File: config.mk
export PLATFORM = sky130hd
export DESIGN_NAME = der_cert_spki_locator
export DESIGN_NICKNAME = d
export VERILOG_FILES = /design/src/design/dcsl_pkg.sv /design/src/design/der_cert_spki_locator.sv /design/src/design/dcsl_walker.sv
export SDC_FILE = /design/constraint.sdc
export NUM_CORES = 1
export LEC_CHECK = 0
export BUFFER_PORTS_ARGS = -buffer_cell sky130_fd_sc_hd__buf_2
export CORE_ASPECT_RATIO = 1.25
export CORE_MARGIN = 4
export CORE_UTILIZATION = 45
export DETAILED_ROUTE_END_ITERATION = 6
export HOLD_SLACK_MARGIN = 0.06
export PLACE_DENSITY_LB_ADDON = 0.08
export SLEW_MARGIN = 20
export SYNTH_ARGS = -nofsm -noshare
export SYNTH_HDL_FRONTEND = slang
export SYNTH_SLANG_ARGS = --single-unit
File: constraint.sdc
create_clock -name clk -period 6.32 [get_ports clk]
set_clock_uncertainty 0.05 [all_clocks]
set_input_delay 0.316 -clock clk [delete_from_list [all_inputs] [get_ports clk]]
set_output_delay 0.316 -clock clk [all_outputs]
set_load 0.05 [all_outputs]
File: src/design/dcsl_pkg.sv
// ============================================================================
// dcsl_pkg: shared types and constants for the DER certificate SPKI locator
// Walk phases, header steps, status codes and the result word layout.
// ============================================================================
`default_nettype none

package dcsl_pkg;

    // Walk phases, one for each structure that the walk visits.
    localparam logic [3:0] PH_OUTER     = 4'd0;
    localparam logic [3:0] PH_TBS       = 4'd1;
    localparam logic [3:0] PH_VERSION   = 4'd2;
    localparam logic [3:0] PH_SERIAL    = 4'd3;
    localparam logic [3:0] PH_SPKI      = 4'd8;
    localparam logic [3:0] PH_SPKI_BODY = 4'd9;
    localparam logic [3:0] PH_DONE      = 4'd10;

    // Steps inside one tag-length header.
    localparam logic [1:0] HS_TAG      = 2'd0;
    localparam logic [1:0] HS_TAG_MORE = 2'd1;
    localparam logic [1:0] HS_LEN      = 2'd2;
    localparam logic [1:0] HS_LEN_MORE = 2'd3;

    // Result status codes.
    localparam logic [2:0] ST_OK    = 3'd0;
    localparam logic [2:0] ST_TRUNC = 3'd1;
    localparam logic [2:0] ST_TAG   = 3'd2;
    localparam logic [2:0] ST_FORM  = 3'd3;
    localparam logic [2:0] ST_SPAN  = 3'd4;
    localparam logic [2:0] ST_LONG  = 3'd5;

    // Tag numbers that the walk expects.
    localparam logic [27:0] TAG_VERSION  = 28'h00;
    localparam logic [27:0] TAG_INTEGER  = 28'h02;
    localparam logic [27:0] TAG_SEQUENCE = 28'h10;

    // Longest multi-byte tag, in continuation bytes.
    localparam logic [2:0] TAG_FOLLOW_MAX = 3'd4;

    // One result word as the walker hands it to the output register.
    typedef struct packed {
        logic [24:0] region_length;
        logic [23:0] region_offset;
        logic [2:0]  status;
    } dcsl_result_t;

    // Tag number that a given phase must carry.
    function automatic logic [27:0] expected_tag(input logic [3:0] phase);
        logic [27:0] tag;
        if (phase == PH_VERSION)
            tag = TAG_VERSION;
        else if (phase == PH_SERIAL)
            tag = TAG_INTEGER;
        else
            tag = TAG_SEQUENCE;
        return tag;
    endfunction

endpackage

`default_nettype wire

File: src/design/der_cert_spki_locator.sv
// ============================================================================
// der_cert_spki_locator: DER certificate public key info locator
// Walks the DER headers of a streamed certificate and reports one span.
// ============================================================================
// Usage:
//   Certificate bytes enter on the s_ stream, one byte per word, with s_tlast
//   on the final byte. Each certificate gives exactly one result word on the
//   m_ stream, issued for its last byte: status, region offset and length.
//   The cfg channel writes the selector (always ready): 0 reports the outer
//   certificate SEQUENCE, 1 the SubjectPublicKeyInfo. It is sampled when the
//   outer header completes, so write it between certificates.
// Timing:
//   One byte per cycle sustained, but a last byte waits while the result
//   word is stalled. A byte passes an input register and the header
//   walker; the result word then goes into the output register. The walker
//   updates its state once per byte, which sets that rate.
// Reset and stalls:
//   Reset empties both registers, restarts the walk and sets the selector
//   to 1. While m_tready is low, bytes that are not last keep flowing; a
//   last byte waits in the input register until any pending output word is taken.
// ============================================================================
`default_nettype none

module der_cert_spki_locator
    import dcsl_pkg::*;
#(
    parameter int POSITION_BITS    = 24,
    parameter int MAX_LENGTH_BYTES = 3
) (
    input  wire logic        clk,
    input  wire logic        rst_n,
    input  wire logic        s_tvalid,
    output logic             s_tready,
    input  wire logic [7:0]  s_tdata,   // [7:0] cert_byte
    input  wire logic        s_tlast,   // last_byte
    output logic             m_tvalid,
    input  wire logic        m_tready,
    output logic [55:0]      m_tdata,   // [2:0] status, [26:3] region_offset,
                                        // [51:27] region_length, [55:52] zero
    input  wire logic        cfg_valid,
    output logic             cfg_ready,
    input  wire logic        cfg_data   // selector
);

    logic         in_valid_reg;
    logic [7:0]   in_byte_reg;
    logic         in_last_reg;
    logic         out_valid_reg;
    dcsl_result_t out_reg;
    logic         selector_reg;
    logic         proc;
    logic         out_free;
    dcsl_result_t walk_result;

    // A last byte needs a free output slot; other bytes never wait.
    assign out_free  = !out_valid_reg || m_tready;
    assign proc      = in_valid_reg && (!in_last_reg || out_free);
    assign s_tready  = !in_valid_reg || proc;
    assign cfg_ready = 1'b1;

    // Selector register.
    always_ff @(posedge clk or negedge rst_n)
    begin
        if (!rst_n)
            selector_reg <= 1'b1;
        else if (cfg_valid)
            selector_reg <= cfg_data;
    end

    // Input register control.
    always_ff @(posedge clk or negedge rst_n)
    begin
        if (!rst_n)
            in_valid_reg <= 1'b0;
        else if (s_tready)
            in_valid_reg <= s_tvalid;
    end

    // Input register payload.
    always_ff @(posedge clk)
    begin
        if (s_tvalid && s_tready)
        begin
            in_byte_reg <= s_tdata;
            in_last_reg <= s_tlast;
        end
    end

    dcsl_walker #(
        .POSITION_BITS    (POSITION_BITS),
        .MAX_LENGTH_BYTES (MAX_LENGTH_BYTES)
    ) u_walker (
        .clk       (clk),
        .rst_n     (rst_n),
        .en        (proc),
        .cert_byte (in_byte_reg),
        .last_byte (in_last_reg),
        .selector  (selector_reg),
        .result    (walk_result)
    );

    // Output register control.
    always_ff @(posedge clk or negedge rst_n)
    begin
        if (!rst_n)
            out_valid_reg <= 1'b0;
        else if (proc && in_last_reg)
            out_valid_reg <= 1'b1;
        else if (m_tready)
            out_valid_reg <= 1'b0;
    end

    // Output register payload.
    always_ff @(posedge clk)
    begin
        if (proc && in_last_reg)
            out_reg <= walk_result;
    end

    assign m_tvalid = out_valid_reg;
    assign m_tdata  = {4'd0, out_reg};

    // A processed last byte always yields a result word next cycle.
    assert property (@(posedge clk) disable iff (!rst_n)
        (proc && in_last_reg) |=> m_tvalid)
        else $error("last byte processed without a result word");

    // Failed walks report an empty region.
    assert property (@(posedge clk) disable iff (!rst_n)
        (m_tvalid && out_reg.status != ST_OK)
            |-> (out_reg.region_offset == 24'd0 && out_reg.region_length == 25'd0))
        else $error("region reported with an error status");

    // A held last byte blocks new input while the output is stalled.
    assert property (@(posedge clk) disable iff (!rst_n)
        (in_valid_reg && in_last_reg && out_valid_reg && !m_tready) |=> in_valid_reg)
        else $error("stalled last byte was lost");

endmodule

`default_nettype wire

File: src/design/dcsl_walker.sv
// ============================================================================
// dcsl_walker: DER header walker
// Takes one certificate byte per enabled cycle, tracks the tag-length headers
// and the skipped contents, and forms one result on the last byte.
// ============================================================================
`default_nettype none

module dcsl_walker
    import dcsl_pkg::*;
#(
    parameter int POSITION_BITS    = 24,
    parameter int MAX_LENGTH_BYTES = 3
) (
    input  wire logic         clk,
    input  wire logic         rst_n,
    input  wire logic         en,
    input  wire logic [7:0]   cert_byte,
    input  wire logic         last_byte,
    input  wire logic         selector,
    output dcsl_result_t      result
);

    logic [3:0]               phase_reg,  phase_next;
    logic [1:0]               step_reg,   step_next;
    logic [27:0]              tag_reg,    tag_next;
    logic [2:0]               follow_reg, follow_next;
    logic                     cons_reg,   cons_next;
    logic [1:0]               lbl_reg,    lbl_next;
    logic [23:0]              clen_reg,   clen_next;
    logic [POSITION_BITS-1:0] start_reg,  start_next;
    logic [POSITION_BITS:0]   pos_reg,    pos_next;
    logic [23:0]              skip_reg,   skip_next;
    logic [23:0]              foff_reg,   foff_next;
    logic [24:0]              flen_reg,   flen_next;
    logic [2:0]               status_reg, status_next;

    // Header bookkeeping for the current byte.
    always_comb
    begin
        logic        tag_fin;
        logic [27:0] tag_val;
        logic        hdr_fin;
        logic [23:0] hdr_cl;
        logic [3:0]  tphase;
        logic [6:0]  nlen;
        logic [31:0] hlen;
        logic [31:0] start_wide;
        logic [24:0] span;
        logic [2:0]  st;

        phase_next  = phase_reg;
        step_next   = step_reg;
        tag_next    = tag_reg;
        follow_next = follow_reg;
        cons_next   = cons_reg;
        lbl_next    = lbl_reg;
        clen_next   = clen_reg;
        start_next  = start_reg;
        pos_next    = pos_reg;
        skip_next   = skip_reg;
        foff_next   = foff_reg;
        flen_next   = flen_reg;
        status_next = status_reg;
        tag_fin     = 1'b0;
        tag_val     = tag_reg;
        hdr_fin     = 1'b0;
        hdr_cl      = clen_reg;
        tphase      = phase_reg;
        nlen        = cert_byte[6:0];
        hlen        = 32'(pos_reg) + 32'd1 - 32'(start_reg);
        start_wide  = 32'(start_reg);
        span        = hlen[24:0] + 25'(clen_reg);
        st          = ST_OK;
        result      = '0;

        // The byte itself: errors are sticky until the last byte.
        if (status_reg == ST_OK)
        begin
            if (pos_reg[POSITION_BITS])
                status_next = ST_LONG;
            else if (phase_reg >= PH_DONE)
                status_next = status_reg;
            else if (skip_reg != 24'd0)
                skip_next = skip_reg - 24'd1;
            else if (phase_reg == PH_SPKI_BODY)
                phase_next = PH_DONE;
            else
            begin
                unique case (step_reg)
                    HS_TAG:
                    begin
                        start_next = pos_reg[POSITION_BITS-1:0];
                        cons_next  = cert_byte[5];
                        if (cert_byte[4:0] == 5'h1f)
                        begin
                            tag_next    = '0;
                            follow_next = '0;
                            step_next   = HS_TAG_MORE;
                        end
                        else
                        begin
                            tag_val = 28'(cert_byte[4:0]);
                            tag_fin = 1'b1;
                        end
                    end
                    HS_TAG_MORE:
                    begin
                        if (follow_reg >= TAG_FOLLOW_MAX)
                            status_next = ST_LONG;
                        else
                        begin
                            tag_val     = {tag_reg[20:0], cert_byte[6:0]};
                            tag_next    = tag_val;
                            follow_next = follow_reg + 3'd1;
                            tag_fin     = !cert_byte[7];
                        end
                    end
                    HS_LEN:
                    begin
                        if (cert_byte[7])
                        begin
                            if (nlen == 7'd0)
                            begin
                                if (cons_reg)
                                    status_next = ST_FORM;
                                else
                                begin
                                    hdr_cl  = 24'd0;
                                    hdr_fin = 1'b1;
                                end
                            end
                            else if (nlen > 7'(MAX_LENGTH_BYTES))
                                status_next = ST_LONG;
                            else
                            begin
                                lbl_next  = nlen[1:0];
                                clen_next = 24'd0;
                                step_next = HS_LEN_MORE;
                            end
                        end
                        else
                        begin
                            hdr_cl  = 24'(cert_byte);
                            hdr_fin = 1'b1;
                        end
                    end
                    HS_LEN_MORE:
                    begin
                        hdr_cl    = {clen_reg[15:0], cert_byte};
                        clen_next = hdr_cl;
                        lbl_next  = lbl_reg - 2'd1;
                        hdr_fin   = (lbl_reg == 2'd1);
                    end
                    default:
                    begin
                        step_next = HS_TAG;
                    end
                endcase
            end
        end

        // Tag complete: a missing version makes this tag the serial.
        if (tag_fin)
        begin
            tag_next = tag_val;
            if (phase_reg == PH_VERSION && tag_val != TAG_VERSION)
                tphase = PH_SERIAL;
            phase_next = tphase;
            if (tag_val != expected_tag(tphase))
                status_next = ST_TAG;
            else
                step_next = HS_LEN;
        end

        // Header complete: report, descend or skip the content.
        if (hdr_fin)
        begin
            clen_next = hdr_cl;
            span      = hlen[24:0] + 25'(hdr_cl);
            step_next = HS_TAG;
            if (phase_reg == PH_OUTER)
            begin
                if (!selector)
                begin
                    foff_next  = 24'd0;
                    flen_next  = span;
                    phase_next = PH_DONE;
                end
                else
                    phase_next = PH_TBS;
            end
            else if (phase_reg == PH_TBS)
                phase_next = PH_VERSION;
            else if (phase_reg == PH_SPKI)
            begin
                foff_next  = start_wide[23:0];
                flen_next  = span;
                skip_next  = hdr_cl;
                phase_next = PH_SPKI_BODY;
            end
            else
            begin
                skip_next  = hdr_cl;
                phase_next = phase_reg + 4'd1;
            end
        end

        // Position counter saturates one past the largest legal offset.
        if (!pos_reg[POSITION_BITS])
            pos_next = pos_reg + 1'b1;

        // Status of the certificate as it stands after this byte.
        if (status_next != ST_OK)
            st = status_next;
        else if (phase_next == PH_DONE)
            st = ST_OK;
        else if (phase_next == PH_SPKI_BODY)
            st = ST_SPAN;
        else
            st = ST_TRUNC;
        result.status = st;
        if (st == ST_OK)
        begin
            result.region_offset = foff_next;
            result.region_length = flen_next;
        end

        // The last byte restarts the walk for the next certificate.
        if (last_byte)
        begin
            phase_next  = PH_OUTER;
            step_next   = HS_TAG;
            tag_next    = '0;
            follow_next = '0;
            cons_next   = 1'b0;
            lbl_next    = '0;
            clen_next   = '0;
            start_next  = '0;
            pos_next    = '0;
            skip_next   = '0;
            foff_next   = '0;
            flen_next   = '0;
            status_next = ST_OK;
        end
    end

    // Walk state registers.
    always_ff @(posedge clk or negedge rst_n)
    begin
        if (!rst_n)
        begin
            phase_reg  <= PH_OUTER;
            step_reg   <= HS_TAG;
            tag_reg    <= '0;
            follow_reg <= '0;
            cons_reg   <= 1'b0;
            lbl_reg    <= '0;
            clen_reg   <= '0;
            start_reg  <= '0;
            pos_reg    <= '0;
            skip_reg   <= '0;
            foff_reg   <= '0;
            flen_reg   <= '0;
            status_reg <= ST_OK;
        end
        else if (en)
        begin
            phase_reg  <= phase_next;
            step_reg   <= step_next;
            tag_reg    <= tag_next;
            follow_reg <= follow_next;
            cons_reg   <= cons_next;
            lbl_reg    <= lbl_next;
            clen_reg   <= clen_next;
            start_reg  <= start_next;
            pos_reg    <= pos_next;
            skip_reg   <= skip_next;
            foff_reg   <= foff_next;
            flen_reg   <= flen_next;
            status_reg <= status_next;
        end
    end

    // An error, once set, holds until the certificate ends.
    assert property (@(posedge clk) disable iff (!rst_n)
        (en && !last_byte && status_reg != ST_OK) |=> status_reg == $past(status_reg))
        else $error("walk status changed after an error");

    // Content is skipped only once a header below the outer level is done.
    assert property (@(posedge clk) disable iff (!rst_n)
        (skip_reg != 24'd0) |-> (phase_reg >= PH_SERIAL && phase_reg <= PH_SPKI_BODY))
        else $error("skip count pending in a phase that skips nothing");

    // Every byte advances the position until a last byte clears it.
    assert property (@(posedge clk) disable iff (!rst_n)
        (en && last_byte) |=> pos_reg == '0)
        else $error("position not cleared after the last byte");

endmodule

`default_nettype wire

==> metrics.txt <==
# TYPE chip_impl_metric gauge
chip_impl_info{name="result_of_the_run",value="complete, no violations"} 1
chip_impl_metric{name="leakagePower",unit="nW"} 6.83
chip_impl_metric{name="drive_above_1_share",unit=""} 0.122
chip_impl_info{name="ys_top_cells_by_count",value="dfrtp_1, nand2_1, o21ai_0, nor2_1, a21oi_1"} 1
chip_impl_metric{name="route.vias.total",unit=""} 11800
chip_impl_metric{name="worst-r2r-setup-slack",unit="ns"} 0.70
chip_impl_info{name="synth_top_area_cell",value="dfrtp_1"} 1
chip_impl_metric{name="overflow",unit=""} 0
chip_impl_info{name="worst_hold_path_type",value="in -> async"} 1
chip_impl_metric{name="htreeDepth",unit=""} 1
chip_impl_metric{name="synth_seq_area_share",unit=""} 0.468
chip_impl_info{name="postSynth.topFlopCell",value="dfrtp_1"} 1
chip_impl_metric{name="gr-usage-met1",unit=""} 0.306
chip_impl_metric{name="flow.area_growth_from_synthesis",unit="%"} 13.1
chip_impl_info{name="worstSetupEndpointType",value="flop"} 1
chip_impl_metric{name="proportion_of_netlist_area_held_by_the_largest_area_contributor",unit=""} 0.337
chip_impl_metric{name="die_h",unit="um"} 206
chip_impl_metric{name="final-setup-viol-count",unit=""} 0
chip_impl_metric{name="worst_setup_hold_path_clk_slew",unit="ns"} 0.06
chip_impl_metric{name="fin_total_pwr",unit="mW"} 5.46
chip_impl_metric{name="starting_density_of_the_core",unit=""} 0.457
chip_impl_metric{name="drc",unit=""} 0
chip_impl_metric{name="worstPathRequired",unit="ns"} 6.64
chip_impl_metric{name="die_w",unit="um"} 167
chip_impl_metric{name="path_max_fanout",unit=""} 23
chip_impl_metric{name="drt_pass1_iterations",unit=""} 6
chip_impl_metric{name="cts_resized",unit=""} 0
chip_impl_metric{name="power.ir.vdd_worst",unit="mV"} 0.224
chip_impl_metric{name="grt_util_all_layers",unit=""} 0.244
chip_impl_metric{name="layout.cell_area.non_filler",unit="um2"} 16000
chip_impl_metric{name="post_dp_cell_area",unit="um2"} 14900
chip_impl_info{name="clockRootBuffer",value="clkbuf_16"} 1
chip_impl_metric{name="timing.final.max_slew_violations",unit=""} 0
chip_impl_metric{name="min_period",unit="ns"} 5.62
chip_impl_info{name="tritoncts",value="done"} 1
chip_impl_metric{name="dp_hpwl",unit="um"} 29300
chip_impl_metric{name="first_pass_grt_wire_length",unit="um"} 67200
chip_impl_metric{name="finalHoldViolCount",unit=""} 0
chip_impl_metric{name="power-per-cell-area",unit="nW/um2"} 341
chip_impl_metric{name="antenna_cells",unit=""} 0
chip_impl_metric{name="synth.avg_cell_area",unit="um2"} 9.54
chip_impl_metric{name="net-switching-power",unit="mW"} 2.02
chip_impl_metric{name="critical_path_arrival",unit="ns"} 5.93
chip_impl_metric{name="post_synth_inst_count",unit=""} 1486
chip_impl_metric{name="setup_tns",unit="ns"} 0
chip_impl_info{name="critical_path_launch_point_type",value="flop"} 1
chip_impl_metric{name="total_die_area",unit="um2"} 34400
chip_impl_metric{name="layoutNonFillerInstCount",unit=""} 1969
chip_impl_metric{name="switching_share",unit=""} 0.370
chip_impl_metric{name="first_global_vias",unit=""} 11900
chip_impl_info{name="yosysMostFrequentCell",value="dfrtp_1"} 1
chip_impl_metric{name="post_cts.repair.setup_buffers",unit=""} 0
chip_impl_metric{name="grt.met2_usage",unit=""} 0.435
chip_impl_metric{name="synthesis.yosys.warnings",unit=""} 0
chip_impl_metric{name="gr-usage-met3",unit=""} 0.0262
chip_impl_info{name="path_class",value="reg -> reg"} 1
chip_impl_metric{name="clk_path_buf_depth",unit=""} 3
chip_impl_metric{name="postSynth.asyncResetShare",unit=""} 0.759
chip_impl_info{name="ys_top_cells_by_area",value="dfrtp_1, edfxtp_1, a22o_1"} 1
chip_impl_metric{name="avgViaCountPerCell",unit=""} 6.00
chip_impl_metric{name="dp_cells",unit=""} 1904
chip_impl_metric{name="clock-sinks",unit=""} 253
chip_impl_metric{name="tightestPinTransition",unit="ns"} 1.10
chip_impl_metric{name="route.detailed.wl_per_inst",unit="um"} 21.4
chip_impl_metric{name="final.period_utilization",unit=""} 0.889
chip_impl_metric{name="cts_buffer_count",unit=""} 27
chip_impl_metric{name="cap_viol_max_count",unit=""} 0
chip_impl_metric{name="antenna_violating_nets_post_route",unit=""} 0
chip_impl_metric{name="power.internal",unit="mW"} 3.44
chip_impl_metric{name="number_of_antenna_violations_at_the_first_check_in_global_routing",unit=""} 0
chip_impl_metric{name="yosysUniqueCellTypes",unit=""} 73
chip_impl_metric{name="ios",unit=""} 74
chip_impl_metric{name="power.sequential.fraction",unit=""} 0.350
chip_impl_metric{name="globalplace.congestion",unit=""} 0.897
chip_impl_metric{name="placeableCoreArea",unit="um2"} 31000
chip_impl_metric{name="ys_seq_elements",unit=""} 253
chip_impl_metric{name="largest_reg_flops",unit=""} 52
chip_impl_metric{name="max_slew_margin",unit=""} 0.269
chip_impl_metric{name="cts-hold-fix-buffers",unit=""} 15
chip_impl_metric{name="synth_edf_count",unit=""} 61
chip_impl_metric{name="fmax",unit="MHz"} 178
chip_impl_metric{name="detail_route.iter0.violations",unit=""} 1020
chip_impl_info{name="unrepaired_setup_endpoints_after_global_routing",value="no"} 1
chip_impl_metric{name="port_buffers",unit=""} 68
chip_impl_metric{name="core.rowCount",unit=""} 72
chip_impl_metric{name="worstSkewPairLatency",unit="ns"} 0.56
chip_impl_info{name="global_route.peak_usage_layer",value="met2"} 1
chip_impl_metric{name="synth_area",unit="um2"} 14200
chip_impl_metric{name="power_frac_clock",unit=""} 0.308
chip_impl_metric{name="largest_net_degree_at_the_start_of_global_routing",unit=""} 98
chip_impl_metric{name="power_frac_comb",unit=""} 0.341
chip_impl_metric{name="layout.nets",unit=""} 1620
chip_impl_metric{name="wirelength",unit="um"} 42200
per-stage QoR:
| stage | setup WS (ns) | hold WS, ns | util |
|---|---|---|---|
| 2_1_floorplan | 1.08 | -0.0296 | - |
| 3_3_place_gp | 0.834 | 0.385 | 0.482 |
| 3_5_place_dp | 0.755 | 0.406 | 0.482 |
| 4_1_cts | 0.743 | 0.388 | 0.517 |
| 5_1_grt | 0.270 | 0.407 | 0.517 |
| 6_report | 0.703 | 0.314 | 0.517 |
worst paths after layout:
check | depth (start not counted) | endpoint | start
max | 19 | m_tdata[47] | u_walker.skip_reg[16]
min | 2 | u_walker.foff_reg[20] | rst_n
max in group asynchronous | 3 | u_walker.clen_reg[8] | rst_n
min in group clk | 2 | in_byte_reg[2] | s_tdata[2]
max reg2reg | 19 | m_tdata[47] | u_walker.skip_reg[16]
min reg2reg | 2 | u_walker.flen_reg[19] | u_walker.flen_reg[19]
metal layers:
layer  share of wire  wire, um  vias to the layer above
met5               0         0                        -
met4           0.041      1730                        0
met3           0.046      1940                       96
met2            0.50     21200                      392
met1            0.41     17300                     5831
li1                -         -                     5493
cell families (layout without fill, tap and decap cells):
group | Yosys count | in the layout | share of synthesized area
compound gates | 491 | 491 | 0.227
xor+xnor | 22 | 22 | 0.0136
flops | 253 | 253 | 0.468
fa+ha+maj | 64 | 64 | 0.0692
mux | 13 | 13 | 0.0101
other cells | 2 | 5 | 0.000530
simple gates | 496 | 496 | 0.169
buf+inv | 145 | 218 | 0.0420
area by class of cell:
| type | count | area [um2] |
|---|---|---|
| Clock buffer | 29 | 693 |
| Tap cell | 407 | 509 |
| Sequential cell | 253 | 6640 |
| Inverter | 54 | 203 |
| Clock inverter | 21 | 249 |
| Fill cell | 2916 | 15000 |
| Timing Repair Buffer | 114 | 744 |
| Multi-Input combinational cell | 1091 | 6990 |
power groups by stage:
stage	Sequential (mW)	Clock [mW]	Combinational, mW
detailed placement	1.94	0	1.84
global placement	1.94	0	1.83
global route	1.93	1.79	2.06
CTS	1.91	1.73	1.85
finish	1.92	1.68	1.86
floorplan	1.95	0	1.31
worst max-delay path, stage by stage (launching register included):
cell	delay, ns
dfrtp_1	0.43
or4_1	0.63
nor4_1	0.32
buf_4	0.18
nand3_1	0.07
nor2_1	0.19
nand2_1	0.09
buf_4	0.23
a22o_1	0.31
fa_1	0.45
ha_1	0.31
nor2b_1	0.16
o21a_1	0.18
o21ai_0	0.31
a21oi_1	0.22
o31ai_1	0.48
a21oi_1	0.17
o41ai_1	0.40
nand2_1	0.11
a21oi_1	0.15
cell usage in the layout (no fill, tap or decap), drive strengths merged, types with 44 or more instances in the layout:
cell / n
a21oi: 113
a22o: 106
buf: 98
dfrtp: 191
edfxtp: 61
inv: 57
nand2: 164
nor2: 137
nor3: 44
o21ai: 144
Power figures use the tool's default switching activity.
